[config.mk]
export PLATFORM = sky130hd
export DESIGN_NAME = rle_bitmap_blit_decoder_flat
export DESIGN_NICKNAME = d
export VERILOG_FILES = /design/src/rbb_pkg.sv /design/src/rbb_if.sv /design/src/rle_bitmap_blit_decoder.sv /design/src/rbb_csr.sv /design/src/rbb_ctrl.sv /design/src/rbb_datapath.sv /design/src/flat_wrapper.sv
export SDC_FILE = /design/constraint.sdc
export NUM_CORES = 1
export LEC_CHECK = 0
export ABC_AREA = 0
export BUFFER_PORTS_ARGS = -buffer_cell sky130_fd_sc_hd__buf_2
export CAP_MARGIN = 20
export CORE_AREA = 2 2 197 160
export DETAILED_ROUTE_END_ITERATION = 8
export DIE_AREA = 0 0 199 162
export PLACE_DENSITY_LB_ADDON = 0.25
export SETUP_SLACK_MARGIN = 0.05
export SYNTH_ARGS = -nofsm -noshare
export SYNTH_HDL_FRONTEND = slang
export SYNTH_SLANG_ARGS = --single-unit
export TNS_END_PERCENT = 5
[constraint.sdc]
create_clock -name clock -period 8.4 [get_ports clock]
set_input_delay 0 -clock clock [delete_from_list [all_inputs] [get_ports clock]]
set_output_delay 0 -clock clock [all_outputs]
set_load 0.05 [all_outputs]
[src/rbb_pkg.sv]
// Shared types and constants for the run-length bitmap blit decoder.
package rbb_pkg;

   localparam int CANVAS_MAX_WIDTH  = 256;
   localparam int CANVAS_MAX_HEIGHT = 64;

   localparam int CSR_INDEX_WIDTH = 3;
   localparam int CSR_DATA_WIDTH  = 9;

   typedef enum logic [CSR_INDEX_WIDTH-1:0] {
      CSR_CANVAS_WIDTH  = 3'd0,
      CSR_CANVAS_HEIGHT = 3'd1,
      CSR_ORIGIN_X      = 3'd2,
      CSR_ORIGIN_Y      = 3'd3,
      CSR_IMAGE_WIDTH   = 3'd4,
      CSR_IMAGE_HEIGHT  = 3'd5
   } csr_index_type;

   typedef struct packed {
      logic [8:0] canvas_width;
      logic [6:0] canvas_height;
      logic [7:0] origin_x;
      logic [5:0] origin_y;
      logic [8:0] image_width;
      logic [6:0] image_height;
   } cfg_type;

   typedef struct packed {
      logic [13:0] address_a;
      logic [7:0]  value_a;
      logic [13:0] address_b;
      logic [7:0]  value_b;
      logic [1:0]  write_count;
      logic        last_of_item;
      logic        image_complete;
      logic        image_rejected;
   } rsp_payload_type;

   typedef enum logic [0:0] {
      ST_IDLE = 1'b0,
      ST_RUN  = 1'b1
   } state_type;

   typedef struct packed {
      logic take;
      logic run_step;
      logic load_rsp;
   } ctrl_cmd_type;

   typedef struct packed {
      logic start_run;
      logic run_last;
   } dp_status_type;

endpackage

[src/rbb_if.sv]
// Handshake interfaces for the coded byte channel and the pixel write channel.
interface rbb_req_if;
   logic       valid;
   logic       ready;
   logic [7:0] coded_byte;
   logic       first_byte;

   modport source (output valid, output coded_byte, output first_byte, input ready);
   modport sink (input valid, input coded_byte, input first_byte, output ready);
   modport monitor (input valid, input ready, input coded_byte, input first_byte);
endinterface

interface rbb_rsp_if;
   logic        valid;
   logic        ready;
   logic [13:0] address_a;
   logic [7:0]  value_a;
   logic [13:0] address_b;
   logic [7:0]  value_b;
   logic [1:0]  write_count;
   logic        last_of_item;
   logic        image_complete;
   logic        image_rejected;

   modport source (output valid, output address_a, output value_a, output address_b,
                   output value_b, output write_count, output last_of_item,
                   output image_complete, output image_rejected, input ready);
   modport sink (input valid, input address_a, input value_a, input address_b,
                 input value_b, input write_count, input last_of_item,
                 input image_complete, input image_rejected, output ready);
   modport monitor (input valid, input ready, input address_a, input value_a,
                    input address_b, input value_b, input write_count,
                    input last_of_item, input image_complete, input image_rejected);
endinterface

[src/rle_bitmap_blit_decoder.sv]
// Top level of the run-length bitmap blit decoder.
//
//   channel   direction  handshake      payload
//   req_bus   in         valid/ready    coded_byte, first_byte
//   rsp_bus   out        valid/ready    two pixel writes, count and image flags
//   csr_*     in         write enable   register index and data
//
// A header, literal or skip byte gives one transaction.
// A repeat value is accepted without a result, then the burst sequencer issues one
// result per cycle while rsp_bus is not stalled, each holding up to two pixels.
// Reset is synchronous and restores register defaults and clears run state.
// The result register is reloaded only when it is empty or being taken, so a
// stalled output holds the current transaction and backs up into req_bus.
module rle_bitmap_blit_decoder
   import rbb_pkg::*;
(
   input  logic                       clock,
   input  logic                       reset,
   rbb_req_if.sink                    req_bus,
   rbb_rsp_if.source                  rsp_bus,
   input  logic                       csr_write_enable,
   input  logic [CSR_INDEX_WIDTH-1:0] csr_index,
   input  logic [CSR_DATA_WIDTH-1:0]  csr_data
);

   cfg_type         cfg;
   ctrl_cmd_type    cmd;
   dp_status_type   status;
   rsp_payload_type rsp_payload;

   rbb_csr u_csr (
      .clock            (clock),
      .reset            (reset),
      .csr_write_enable (csr_write_enable),
      .csr_index        (csr_index),
      .csr_data         (csr_data),
      .cfg              (cfg)
   );

   rbb_ctrl u_ctrl (
      .clock     (clock),
      .reset     (reset),
      .req_valid (req_bus.valid),
      .req_ready (req_bus.ready),
      .rsp_ready (rsp_bus.ready),
      .rsp_valid (rsp_bus.valid),
      .status    (status),
      .cmd       (cmd)
   );

   rbb_datapath u_datapath (
      .clock       (clock),
      .reset       (reset),
      .cfg         (cfg),
      .cmd         (cmd),
      .coded_byte  (req_bus.coded_byte),
      .first_byte  (req_bus.first_byte),
      .status      (status),
      .rsp_payload (rsp_payload)
   );

   assign rsp_bus.address_a      = rsp_payload.address_a;
   assign rsp_bus.value_a        = rsp_payload.value_a;
   assign rsp_bus.address_b      = rsp_payload.address_b;
   assign rsp_bus.value_b        = rsp_payload.value_b;
   assign rsp_bus.write_count    = rsp_payload.write_count;
   assign rsp_bus.last_of_item   = rsp_payload.last_of_item;
   assign rsp_bus.image_complete = rsp_payload.image_complete;
   assign rsp_bus.image_rejected = rsp_payload.image_rejected;

endmodule

[src/rbb_csr.sv]
// Configuration registers for canvas and image geometry.
module rbb_csr
   import rbb_pkg::*;
(
   input  logic                       clock,
   input  logic                       reset,
   input  logic                       csr_write_enable,
   input  logic [CSR_INDEX_WIDTH-1:0] csr_index,
   input  logic [CSR_DATA_WIDTH-1:0]  csr_data,
   output cfg_type                    cfg
);

   cfg_type cfg_ff;
   cfg_type cfg_in;

   always_comb begin
      cfg_in = cfg_ff;
      if (csr_write_enable) begin
         case (csr_index)
            CSR_CANVAS_WIDTH:  cfg_in.canvas_width  = csr_data[8:0];
            CSR_CANVAS_HEIGHT: cfg_in.canvas_height = csr_data[6:0];
            CSR_ORIGIN_X:      cfg_in.origin_x      = csr_data[7:0];
            CSR_ORIGIN_Y:      cfg_in.origin_y      = csr_data[5:0];
            CSR_IMAGE_WIDTH:   cfg_in.image_width   = csr_data[8:0];
            CSR_IMAGE_HEIGHT:  cfg_in.image_height  = csr_data[6:0];
            default:           cfg_in = cfg_ff;
         endcase
      end
   end

   always_ff @(posedge clock) begin
      if (reset) begin
         cfg_ff.canvas_width  <= 9'd256;
         cfg_ff.canvas_height <= 7'd64;
         cfg_ff.origin_x      <= 8'd0;
         cfg_ff.origin_y      <= 6'd0;
         cfg_ff.image_width   <= 9'd256;
         cfg_ff.image_height  <= 7'd64;
      end else begin
         cfg_ff <= cfg_in;
      end
   end

   assign cfg = cfg_ff;

endmodule

[src/rbb_ctrl.sv]
// Controller state machine that sequences byte acceptance and repeat bursts.
module rbb_ctrl
   import rbb_pkg::*;
(
   input  logic          clock,
   input  logic          reset,
   input  logic          req_valid,
   output logic          req_ready,
   input  logic          rsp_ready,
   output logic          rsp_valid,
   input  dp_status_type status,
   output ctrl_cmd_type  cmd
);

   state_type state_ff;
   state_type state_in;
   logic      rsp_valid_ff;
   logic      rsp_valid_in;
   logic      slot_free;

   assign slot_free = !rsp_valid_ff || rsp_ready;

   always_comb begin
      state_in = state_ff;
      case (state_ff)
         ST_IDLE: begin
            if (cmd.take && status.start_run) state_in = ST_RUN;
         end
         ST_RUN: begin
            if (cmd.run_step && status.run_last) state_in = ST_IDLE;
         end
         default: state_in = ST_IDLE;
      endcase
   end

   always_comb begin
      req_ready    = 1'b0;
      cmd.take     = 1'b0;
      cmd.run_step = 1'b0;
      case (state_ff)
         ST_IDLE: begin
            req_ready = slot_free;
            cmd.take  = req_valid && slot_free;
         end
         ST_RUN: begin
            cmd.run_step = slot_free;
         end
         default: begin
            req_ready = 1'b0;
         end
      endcase
      cmd.load_rsp = (cmd.take && !status.start_run) || cmd.run_step;
   end

   always_comb begin
      if (cmd.load_rsp) begin
         rsp_valid_in = 1'b1;
      end else if (rsp_ready) begin
         rsp_valid_in = 1'b0;
      end else begin
         rsp_valid_in = rsp_valid_ff;
      end
   end

   always_ff @(posedge clock) begin
      if (reset) begin
         state_ff     <= ST_IDLE;
         rsp_valid_ff <= 1'b0;
      end else begin
         state_ff     <= state_in;
         rsp_valid_ff <= rsp_valid_in;
      end
   end

   assign rsp_valid = rsp_valid_ff;

endmodule

[src/rbb_datapath.sv]
// Decoder datapath: run state, pixel position, address arithmetic and result register.
module rbb_datapath
   import rbb_pkg::*;
(
   input  logic            clock,
   input  logic            reset,
   input  cfg_type         cfg,
   input  ctrl_cmd_type    cmd,
   input  logic [7:0]      coded_byte,
   input  logic            first_byte,
   output dp_status_type   status,
   output rsp_payload_type rsp_payload
);

   typedef struct packed {
      logic [8:0] col;
      logic [6:0] row;
      logic       wrap;
      logic       fin;
   } adv_type;

   function automatic adv_type advance_pos(input logic [8:0] col, input logic [6:0] row,
                                           input logic [8:0] iw, input logic [6:0] ih);
      adv_type r;
      r.col  = col + 9'd1;
      r.row  = row;
      r.wrap = 1'b0;
      r.fin  = 1'b0;
      if (r.col >= iw) begin
         r.col  = 9'd0;
         r.row  = row + 7'd1;
         r.wrap = 1'b1;
         r.fin  = (r.row >= ih) || (r.row == 7'd0);
      end
      return r;
   endfunction

   logic [8:0] col_ff, col_in;
   logic [6:0] row_ff, row_in;
   logic [6:0] rep_ff, rep_in;
   logic [7:0] lit_ff, lit_in;
   logic       aw_ff, aw_in;
   logic       fin_ff, fin_in;
   logic [6:0] run_cnt_ff, run_cnt_in;
   logic [7:0] run_val_ff, run_val_in;
   rsp_payload_type rsp_ff, rsp_in;

   logic        clear;
   logic [8:0]  e_col;
   logic [6:0]  e_row;
   logic [6:0]  e_rep;
   logic [7:0]  e_lit;
   logic        e_aw;
   logic        e_fin;
   logic        fits;
   logic        pos_bad;
   logic [7:0]  base_row;
   logic [16:0] row_offset;
   logic [13:0] addr_a;
   logic [13:0] addr_b;
   adv_type     adv1;
   adv_type     adv2;

   assign clear = cmd.take && first_byte;
   assign e_col = clear ? 9'd0 : col_ff;
   assign e_row = clear ? 7'd0 : row_ff;
   assign e_rep = clear ? 7'd0 : rep_ff;
   assign e_lit = clear ? 8'd0 : lit_ff;
   assign e_aw  = clear ? 1'b0 : aw_ff;
   assign e_fin = clear ? 1'b0 : fin_ff;

   always_comb begin
      fits = 1'b1;
      if (cfg.canvas_width == 9'd0 || 32'(cfg.canvas_width) > CANVAS_MAX_WIDTH) fits = 1'b0;
      if (cfg.canvas_height == 7'd0 || 32'(cfg.canvas_height) > CANVAS_MAX_HEIGHT) fits = 1'b0;
      if (({1'b0, cfg.image_width} + {2'b0, cfg.origin_x}) > {1'b0, cfg.canvas_width})
         fits = 1'b0;
      if (({1'b0, cfg.image_height} + {2'b0, cfg.origin_y}) > {1'b0, cfg.canvas_height})
         fits = 1'b0;
   end

   assign pos_bad = (cfg.image_width == 9'd0) || (cfg.image_height == 7'd0) ||
                    (e_row >= cfg.image_height) || (e_col >= cfg.image_width);

   assign base_row   = {2'b0, cfg.origin_y} + {1'b0, e_row};
   assign row_offset = base_row * cfg.canvas_width;
   assign addr_a     = row_offset[13:0] + 14'(cfg.origin_x) + 14'(e_col);

   assign adv1 = advance_pos(e_col, e_row, cfg.image_width, cfg.image_height);
   assign adv2 = advance_pos(adv1.col, adv1.row, cfg.image_width, cfg.image_height);

   assign addr_b = adv1.wrap ? (addr_a + 14'(cfg.canvas_width) - 14'(e_col))
                             : (addr_a + 14'd1);

   always_comb begin
      col_in     = col_ff;
      row_in     = row_ff;
      rep_in     = rep_ff;
      lit_in     = lit_ff;
      aw_in      = aw_ff;
      fin_in     = fin_ff;
      run_cnt_in = run_cnt_ff;
      run_val_in = run_val_ff;
      rsp_in     = '0;
      rsp_in.last_of_item = 1'b1;
      status.start_run = 1'b0;
      status.run_last  = 1'b0;

      if (cmd.take) begin
         col_in = e_col;
         row_in = e_row;
         rep_in = e_rep;
         lit_in = e_lit;
         aw_in  = e_aw;
         fin_in = e_fin;
         if (fits && !e_fin) begin
            if (pos_bad) begin
               fin_in = 1'b1;
               rep_in = 7'd0;
               lit_in = 8'd0;
               aw_in  = 1'b0;
            end else if (e_aw) begin
               aw_in  = 1'b0;
               rep_in = 7'd0;
               if (e_rep != 7'd0) begin
                  status.start_run = 1'b1;
                  run_cnt_in = e_rep;
                  run_val_in = coded_byte;
               end
            end else if (e_lit != 8'd0) begin
               lit_in = e_lit - 8'd1;
               rsp_in.write_count = 2'd1;
               rsp_in.address_a   = addr_a;
               rsp_in.value_a     = coded_byte;
               col_in = adv1.col;
               row_in = adv1.row;
               if (adv1.fin) begin
                  fin_in = 1'b1;
                  rep_in = 7'd0;
                  lit_in = 8'd0;
                  aw_in  = 1'b0;
               end
            end else if (coded_byte == 8'h00 || coded_byte == 8'h80) begin
               col_in = adv1.col;
               row_in = adv1.row;
               if (adv1.fin) begin
                  fin_in = 1'b1;
                  rep_in = 7'd0;
                  lit_in = 8'd0;
                  aw_in  = 1'b0;
               end
            end else if (!coded_byte[7]) begin
               rep_in = coded_byte[6:0];
               aw_in  = 1'b1;
            end else begin
               lit_in = 8'd0 - coded_byte;
            end
         end
         rsp_in.image_complete = fin_in;
         rsp_in.image_rejected = !fits;
      end else if (cmd.run_step) begin
         rsp_in.address_a = addr_a;
         rsp_in.value_a   = run_val_ff;
         if (adv1.fin) begin
            rsp_in.write_count = 2'd1;
            col_in     = adv1.col;
            row_in     = adv1.row;
            fin_in     = 1'b1;
            run_cnt_in = 7'd0;
            rsp_in.last_of_item = 1'b1;
         end else if (run_cnt_ff >= 7'd2) begin
            rsp_in.write_count = 2'd2;
            rsp_in.address_b   = addr_b;
            rsp_in.value_b     = run_val_ff;
            col_in     = adv2.col;
            row_in     = adv2.row;
            fin_in     = adv2.fin;
            run_cnt_in = adv2.fin ? 7'd0 : run_cnt_ff - 7'd2;
            rsp_in.last_of_item = adv2.fin || (run_cnt_ff == 7'd2);
         end else begin
            rsp_in.write_count = 2'd1;
            col_in     = adv1.col;
            row_in     = adv1.row;
            run_cnt_in = 7'd0;
            rsp_in.last_of_item = 1'b1;
         end
         if (fin_in) begin
            rep_in = 7'd0;
            lit_in = 8'd0;
            aw_in  = 1'b0;
         end
         rsp_in.image_complete = rsp_in.last_of_item && fin_in;
         rsp_in.image_rejected = 1'b0;
         status.run_last = rsp_in.last_of_item;
      end
   end

   always_ff @(posedge clock) begin
      if (reset) begin
         col_ff     <= 9'd0;
         row_ff     <= 7'd0;
         rep_ff     <= 7'd0;
         lit_ff     <= 8'd0;
         aw_ff      <= 1'b0;
         fin_ff     <= 1'b0;
         run_cnt_ff <= 7'd0;
      end else begin
         col_ff     <= col_in;
         row_ff     <= row_in;
         rep_ff     <= rep_in;
         lit_ff     <= lit_in;
         aw_ff      <= aw_in;
         fin_ff     <= fin_in;
         run_cnt_ff <= run_cnt_in;
      end
   end

   always_ff @(posedge clock) begin
      run_val_ff <= run_val_in;
      if (cmd.load_rsp) begin
         rsp_ff <= rsp_in;
      end
   end

   assign rsp_payload = rsp_ff;

endmodule

[src/flat_wrapper.sv]
// flat-port wrapper written by rule: the top's interface ports become plain ports
module rle_bitmap_blit_decoder_flat import rbb_pkg::*;
  (clock, reset, csr_write_enable, csr_index, csr_data, req_bus_valid, req_bus_coded_byte, req_bus_first_byte, req_bus_ready, rsp_bus_valid, rsp_bus_address_a, rsp_bus_value_a, rsp_bus_address_b, rsp_bus_value_b, rsp_bus_write_count, rsp_bus_last_of_item, rsp_bus_image_complete, rsp_bus_image_rejected, rsp_bus_ready);
  rbb_req_if req_bus_i ();
  rbb_rsp_if rsp_bus_i ();
  input  logic clock;
  input  logic reset;
  input  logic csr_write_enable;
  input  logic [CSR_INDEX_WIDTH-1:0] csr_index;
  input  logic [CSR_DATA_WIDTH-1:0] csr_data;
  input wire logic [$bits(req_bus_i.valid)-1:0] req_bus_valid;
  input wire logic [$bits(req_bus_i.coded_byte)-1:0] req_bus_coded_byte;
  input wire logic [$bits(req_bus_i.first_byte)-1:0] req_bus_first_byte;
  output wire logic [$bits(req_bus_i.ready)-1:0] req_bus_ready;
  output wire logic [$bits(rsp_bus_i.valid)-1:0] rsp_bus_valid;
  output wire logic [$bits(rsp_bus_i.address_a)-1:0] rsp_bus_address_a;
  output wire logic [$bits(rsp_bus_i.value_a)-1:0] rsp_bus_value_a;
  output wire logic [$bits(rsp_bus_i.address_b)-1:0] rsp_bus_address_b;
  output wire logic [$bits(rsp_bus_i.value_b)-1:0] rsp_bus_value_b;
  output wire logic [$bits(rsp_bus_i.write_count)-1:0] rsp_bus_write_count;
  output wire logic [$bits(rsp_bus_i.last_of_item)-1:0] rsp_bus_last_of_item;
  output wire logic [$bits(rsp_bus_i.image_complete)-1:0] rsp_bus_image_complete;
  output wire logic [$bits(rsp_bus_i.image_rejected)-1:0] rsp_bus_image_rejected;
  input wire logic [$bits(rsp_bus_i.ready)-1:0] rsp_bus_ready;
  assign req_bus_i.valid = req_bus_valid;
  assign req_bus_i.coded_byte = req_bus_coded_byte;
  assign req_bus_i.first_byte = req_bus_first_byte;
  assign req_bus_ready = req_bus_i.ready;
  assign rsp_bus_valid = rsp_bus_i.valid;
  assign rsp_bus_address_a = rsp_bus_i.address_a;
  assign rsp_bus_value_a = rsp_bus_i.value_a;
  assign rsp_bus_address_b = rsp_bus_i.address_b;
  assign rsp_bus_value_b = rsp_bus_i.value_b;
  assign rsp_bus_write_count = rsp_bus_i.write_count;
  assign rsp_bus_last_of_item = rsp_bus_i.last_of_item;
  assign rsp_bus_image_complete = rsp_bus_i.image_complete;
  assign rsp_bus_image_rejected = rsp_bus_i.image_rejected;
  assign rsp_bus_i.ready = rsp_bus_ready;
  rle_bitmap_blit_decoder u_core (.clock(clock), .reset(reset), .req_bus(req_bus_i), .rsp_bus(rsp_bus_i), .csr_write_enable(csr_write_enable), .csr_index(csr_index), .csr_data(csr_data));
endmodule
== After elaboration in Yosys (flattened, before gate mapping) ==
Cells that the tools add are included.
Widths: inputs -> output; s select.
Word-level totals
  logic and storage cells: 227
  register bits: 145
  input port bits: 26
  output and inout bits: 51
Operators by class
  order comparisons: 11
  add/subtract/negate cells: 15
  muxes and demuxes: 115
  bitwise operators: 4
  reduce and logical (&&, ||, !) cells: 46
  multiply operators: 1
  eq/ne operators: 11
Operators with widths (count)
  $mux 7: 30
  $mux 22: 7
  $mux 8: 12
  $mux 9: 10
  $mux 49: 1
  $mux 1: 45
  $mux 18: 2
  $add 14x9->14: 2
  $logic_not 7->1: 4
  $ge 9x9->1: 3
  $ge 7x7->1: 3
  $add 9x1->9 const B: 2
  $logic_not 9->1: 2
  $add 14x1->14 const B: 1
  $add 14x8->14: 1
  $add 7x1->7 const B: 2
  $mul 8x9->14: 1
  $mux 14: 1
  $reduce_and 2->1: 7
  $sub 14x9->14: 1
  $mux 3: 4
  $logic_or 1x1->1: 11
  $add 9x8->10: 1
  $gt 10x9->1: 1
  other kinds (28): 49

== Longest topological paths before layout ==
  depth in word-level cells: 24
  depth in mapped cells: 39
  mapped depth without buffers: 37

== By module ==
A second synthesis with hierarchy kept.
Second synthesis, totals
  cells, all modules: 1608
  area, all modules: 13995.9 sq um
By module, submodules not included
  rbb_datapath: instances 1, cells an instance 1427, seq. area each 2512.4 sq um, area each 12034.0 sq um
  rbb_csr: instances 1, cells an instance 167, seq. area each 920.9 sq um, area each 1849.3 sq um
  rbb_ctrl: instances 1, cells an instance 14, seq. area each 40.0 sq um, area each 112.6 sq um

== Worst setup path after synthesis ==
Ideal clock, no wire load.
  kind: register to register
  from: reg u_core.u_ctrl.rsp_valid_ff (netlist: u_core.u_ctrl.rsp_valid)
  to: reg u_core.u_datapath.rsp_ff, in the netlist u_core.u_datapath.rsp_payload[26], data pin
  required time: 8.134 ns
  buffers on the path: 2
  arrival time: 8.778 ns
  setup slack: -0.644 ns
  setup time: 0.266 ns
  clock period less this slack: 9.044 ns
  cell stages (with the launch flop): 36
  cell sequence: dfxtp_1 > nor2b_1 > buf_2 > or3_1 > buf_2 > nand2_1 > inv_1 > ha_1 > ha_1 > a2111oi_0 > nor2_1 > o41ai_1 > xnor2_1 > nand2_1 > fa_1 > fa_1 > inv_1 > fa_1 > fa_1 > inv_1 > fa_1 > inv_1 > ha_1 > a31oi_1 > xnor2_1 > fa_1 > ha_1 > and3_1 > a21oi_1 > a31oi_1 > a221oi_1 > xnor2_1 > nor2_1 > a41oi_1 > xnor2_1 > nor2_1
On the way
  word-level cells in the longest chain between the ends: 13
  elaborated cells between the ends (all ways): 25
  those cells by class: add/sub: 8; mul: 1; order compare: 2; mux: 6; bitwise: 1; reduce/logical: 7
RTL lines
  from (decl): RTL line rbb_ctrl.sv:17  | logic rsp_valid_ff;
  from (signal assigned): RTL line rbb_ctrl.sv:71  | rsp_valid_ff <= rsp_valid_in;
  $logic_not 1->1 *: RTL line rbb_ctrl.sv:21  | assign slot_free = !rsp_valid_ff || rsp_ready;
  $logic_or 1x1->1 *: RTL line rbb_ctrl.sv:21
  $logic_and 1x1->1: RTL line rbb_ctrl.sv:43  | cmd.take = req_valid && slot_free;
  $mux 1: RTL line rbb_ctrl.sv:40  | case (state_ff)
  $logic_and 1x1->1: RTL line rbb_datapath.sv:64  | assign clear = cmd.take && first_byte;
  $mux 7: RTL line rbb_datapath.sv:66  | assign e_row = clear ? 7'd0 : row_ff;
  $add 6x7->8: RTL line rbb_datapath.sv:85  | assign base_row = {2'b0, cfg.origin_y} + {1'b0, e_row};
  $mul 8x9->14: RTL line rbb_datapath.sv:86  | assign row_offset = base_row * cfg.canvas_width;
  $add 14x8->14: RTL line rbb_datapath.sv:87  | assign addr_a = row_offset[13:0] + 14'(cfg.origin_x) + 14'(e_col);
  $add 14x9->14: RTL line rbb_datapath.sv:87
  $add 14x9->14: RTL line rbb_datapath.sv:92  | assign addr_b = adv1.wrap ? (addr_a + 14'(cfg.canvas_width) - 14'(e_col))
  $sub 14x9->14: RTL line rbb_datapath.sv:92
  $mux 14: RTL line rbb_datapath.sv:92
  to (signal assigned): RTL line rbb_datapath.sv:221  | rsp_ff <= rsp_in;
  to (decl): RTL line rbb_datapath.sv:46  | rsp_payload_type rsp_ff, rsp_in;
Mark *: on every way between the ends. The rest lies on a longest branch, timed or not.
A chain may end at the register's enable or synchronous reset.

== Worst setup path in the final report ==
Ends and elaborated chain as after synthesis.

==> reports/metrics.cfg <==
[status]
outcome=completed

[final_layout]
stdcell_area_mm2=0.0159
finalNonFillerCells=2130
final_cell_mix=nand2_1, inv_1, nor2_1
layout_commonest_cell=nand2_1
drive_gt1_frac=0.149
final_nets=1938
diodes=0
fin_util=0.526
syn2layout_area_growth_pct=17.4

[sta]
setup_viol=0
slew_viol_final=0
worstMarginPinSlew_ns=1.08
tns_ns=0
fmax_ghz=0.123
relSlewSlack=0.273
fin_skew_ns=0.0184
fin_crit_sh=0.965
hold_viol_final=0
rsz0062_at_grt=yes
period_needed_ns=8.10

[drt]
drc_errors=0
ant_nets=0
drt_iter0_drc=967
finalWirelength_um=38300
vias=11974
dr.pass1.iters=5
routed_via_density=5.62
wl_per_cell_um=18.0

[critical_path]
slowest_delay_ns=0.54
crit_cells=35
crit_path_end_kind=flip-flop
worstPathArrival_ns=8.29
ff2ff_setup_slack_ns=0.30
worstSetupPathType=reg2reg
path_buf_inv=5
crit_fanout=5
worstSetupEndpoint=u_core.u_datapath.rsp_payload[26]
required_ns=8.58
rr_startpoint=u_core.u_ctrl.rsp_valid
r2r-end=u_core.u_datapath.rsp_payload[26]
startpoint_type=flip-flop
setup.worst_path.start=u_core.u_ctrl.rsp_valid
slowest_stage=fa_1
crit_family=adder cells
r2r_cells=35

[grt]
grt_pass1_vias=11341
grt_first_pass_wirelength_um=60100
grt_max_degree=68
antenna_found_initial=0
track_usage=0.239
overflow=0

[floorplanning]
core-area_mm2=0.0302
die-area_mm2=0.0322
initial_core_util=0.448
die_x_um=199
num_rows=57
die-height_um=162
ioPinCount=77

[place]
place.gp.congestion=0.935
dpl-instance-area_mm2=0.0148
port_buffers=76
hpwlAfterDp_um=29800
dp.cells=2075

[synthesis]
ys_seq_area_frac=0.257
ys_seq_elements=145
ys.flop_type=dfxtp_1
yosysWarnings=0
synthCells=1590
syn-num-nets=1824
syn_area_mm2=0.0135
ys_async_sr_fraction=0
synth_edf_count=57
yosysUniqueCellTypes=82
avgSynthCellArea_um2=8.49

[power_and_ir_drop]
pwr-share-seq=0.373
powerDensity_mw_per_mm2=131
p_switching_uw=687
pwr-share-comb=0.243
clock_power_share=0.385
p_leak_uw=0.00685
p_int_uw=1400
p_total_uw=2090
netSwitchingFraction=0.329
peakVddDrop_mv=0.142

[cts]
cts-buffers-inserted=17
clock_path_buffers=2
cts_sinks=145
cts_root_buffer=clkbuf_16
cts_tree=done
clk_pin_slew_ns=0.07
clk-insertion-delay-late_ns=0.45
htree_levels=4

[run]
maxCapViolations=0

[hold_path]
hp-class=in2reg

-- timing repair --
item | 4_1_cts | 5_1_grt
gates resized for setup | 2 | 43
buffers inserted | 1 | 3
hold buffers | 18 | 0
pin swaps | 1 | 23
setup endpoints to repair | 1 | 13
hold endpoints to repair | 73 | 0
-- metrics by stage --
stage | setup slack (ns) | hold slack, ns
detailed placement | -0.0736 | 0.241
global route | -0.0178 | 0.0739
floorplan | 0.0605 | 0.0989
finish | 0.297 | 0.0583
global placement | 0.108 | 0.236
CTS | 0.0899 | 0.0429
-- flip-flops by register name, summed over array words and instances, names as in the netlist --
signal                         count
u_core.u_ctrl.rsp_valid            1
u_core.u_datapath.fin_ff           1
u_core.u_datapath.aw_ff            1
u_core.u_datapath.col_ff           9
u_core.u_datapath.rsp_payload     49
u_core.u_datapath.row_ff           7
u_core.u_ctrl.state_ff             1
u_core.u_datapath.run_cnt_ff       7
u_core.u_csr.cfg                  46
u_core.u_datapath.lit_ff           8
u_core.u_datapath.run_val_ff       8
u_core.u_datapath.rep_ff           7
-- power groups by stage --
stage	Combinational, uW	Clock [uW]	Sequential [uW]
floorplan	308	0	828
global placement	471	0	792
detailed placement	479	0	792
CTS	490	816	776
global route	559	837	779
finish	506	802	777
-- Yosys cell counts, drive strengths merged, types with 22 or more instances --
cell | number | area share
inv | 159 | 0.044
a211oi | 25 | 0.016
fa | 65 | 0.096
dfxtp | 88 | 0.13
ha | 143 | 0.13
a21oi | 105 | 0.039
nor2b | 22 | 0.010
mux2i | 28 | 0.021
clkbuf | 57 | 0.016
xnor2 | 65 | 0.042
a22o | 25 | 0.016
nand2 | 181 | 0.050
xor2 | 27 | 0.018
nor3 | 32 | 0.012
o21ai | 49 | 0.018
edfxtp | 57 | 0.13
and2 | 35 | 0.016
nand3 | 37 | 0.014
nor2 | 140 | 0.039
-- cells by family (layout without fill, tap and decap cells) --
group	after synthesis	in the layout	share of synthesized area
compound gates	341	341	0.172
xor+xnor	93	93	0.0613
fa+ha+maj	209	209	0.230
buf+inv	224	351	0.0627
flops	145	145	0.257
mux	32	32	0.0241
simple gates	546	546	0.193
-- worst register-to-register path: cells and delay by family, from the launching register on --
family / cells / cell delay (ns)
fa+ha+maj: 9 / 3.57
simple gates: 10 / 1.79
compound gates: 8 / 1.32
xor+xnor: 3 / 0.45
flops: 1 / 0.34
buf+inv: 5 / 0.40
-- area by class of cell --
cell class	count	area, um2
clock buffers	17	425
clock inverters	15	188
fillers	2826	14300
inverters	159	599
multi-input cells	1221	9580
flip-flops and latches	145	3480
well taps	413	517
repair buffers	160	1070
-- per-layer routing --
layer | track usage | vias up | wire length (um)
li1 | - | 5780 | -
met1 | 0.355 | 5794 | 18800
met2 | 0.361 | 357 | 16600
met3 | 0.0395 | 43 | 2440
met4 | 0.0556 | 0 | 471
met5 | 0 | - | 0
-- how the worst min path moves through the flow --
stage / start / cells after the start / slack (ns) / end
floorplan: req_bus_coded_byte[0] / 0 / 0.1 / u_core.u_datapath.run_val_ff[0]
global placement: csr_data[8] / 3 / 0.24 / u_core.u_csr.cfg[15]
detailed placement: csr_data[8] / 3 / 0.24 / u_core.u_csr.cfg[15]
CTS: csr_index[1] / 4 / 0.04 / u_core.u_csr.cfg[14]
global route: csr_index[1] / 4 / 0.07 / u_core.u_csr.cfg[44]
finish: csr_index[1] / 4 / 0.06 / u_core.u_csr.cfg[44]
Power figures use the tool's default switching activity.
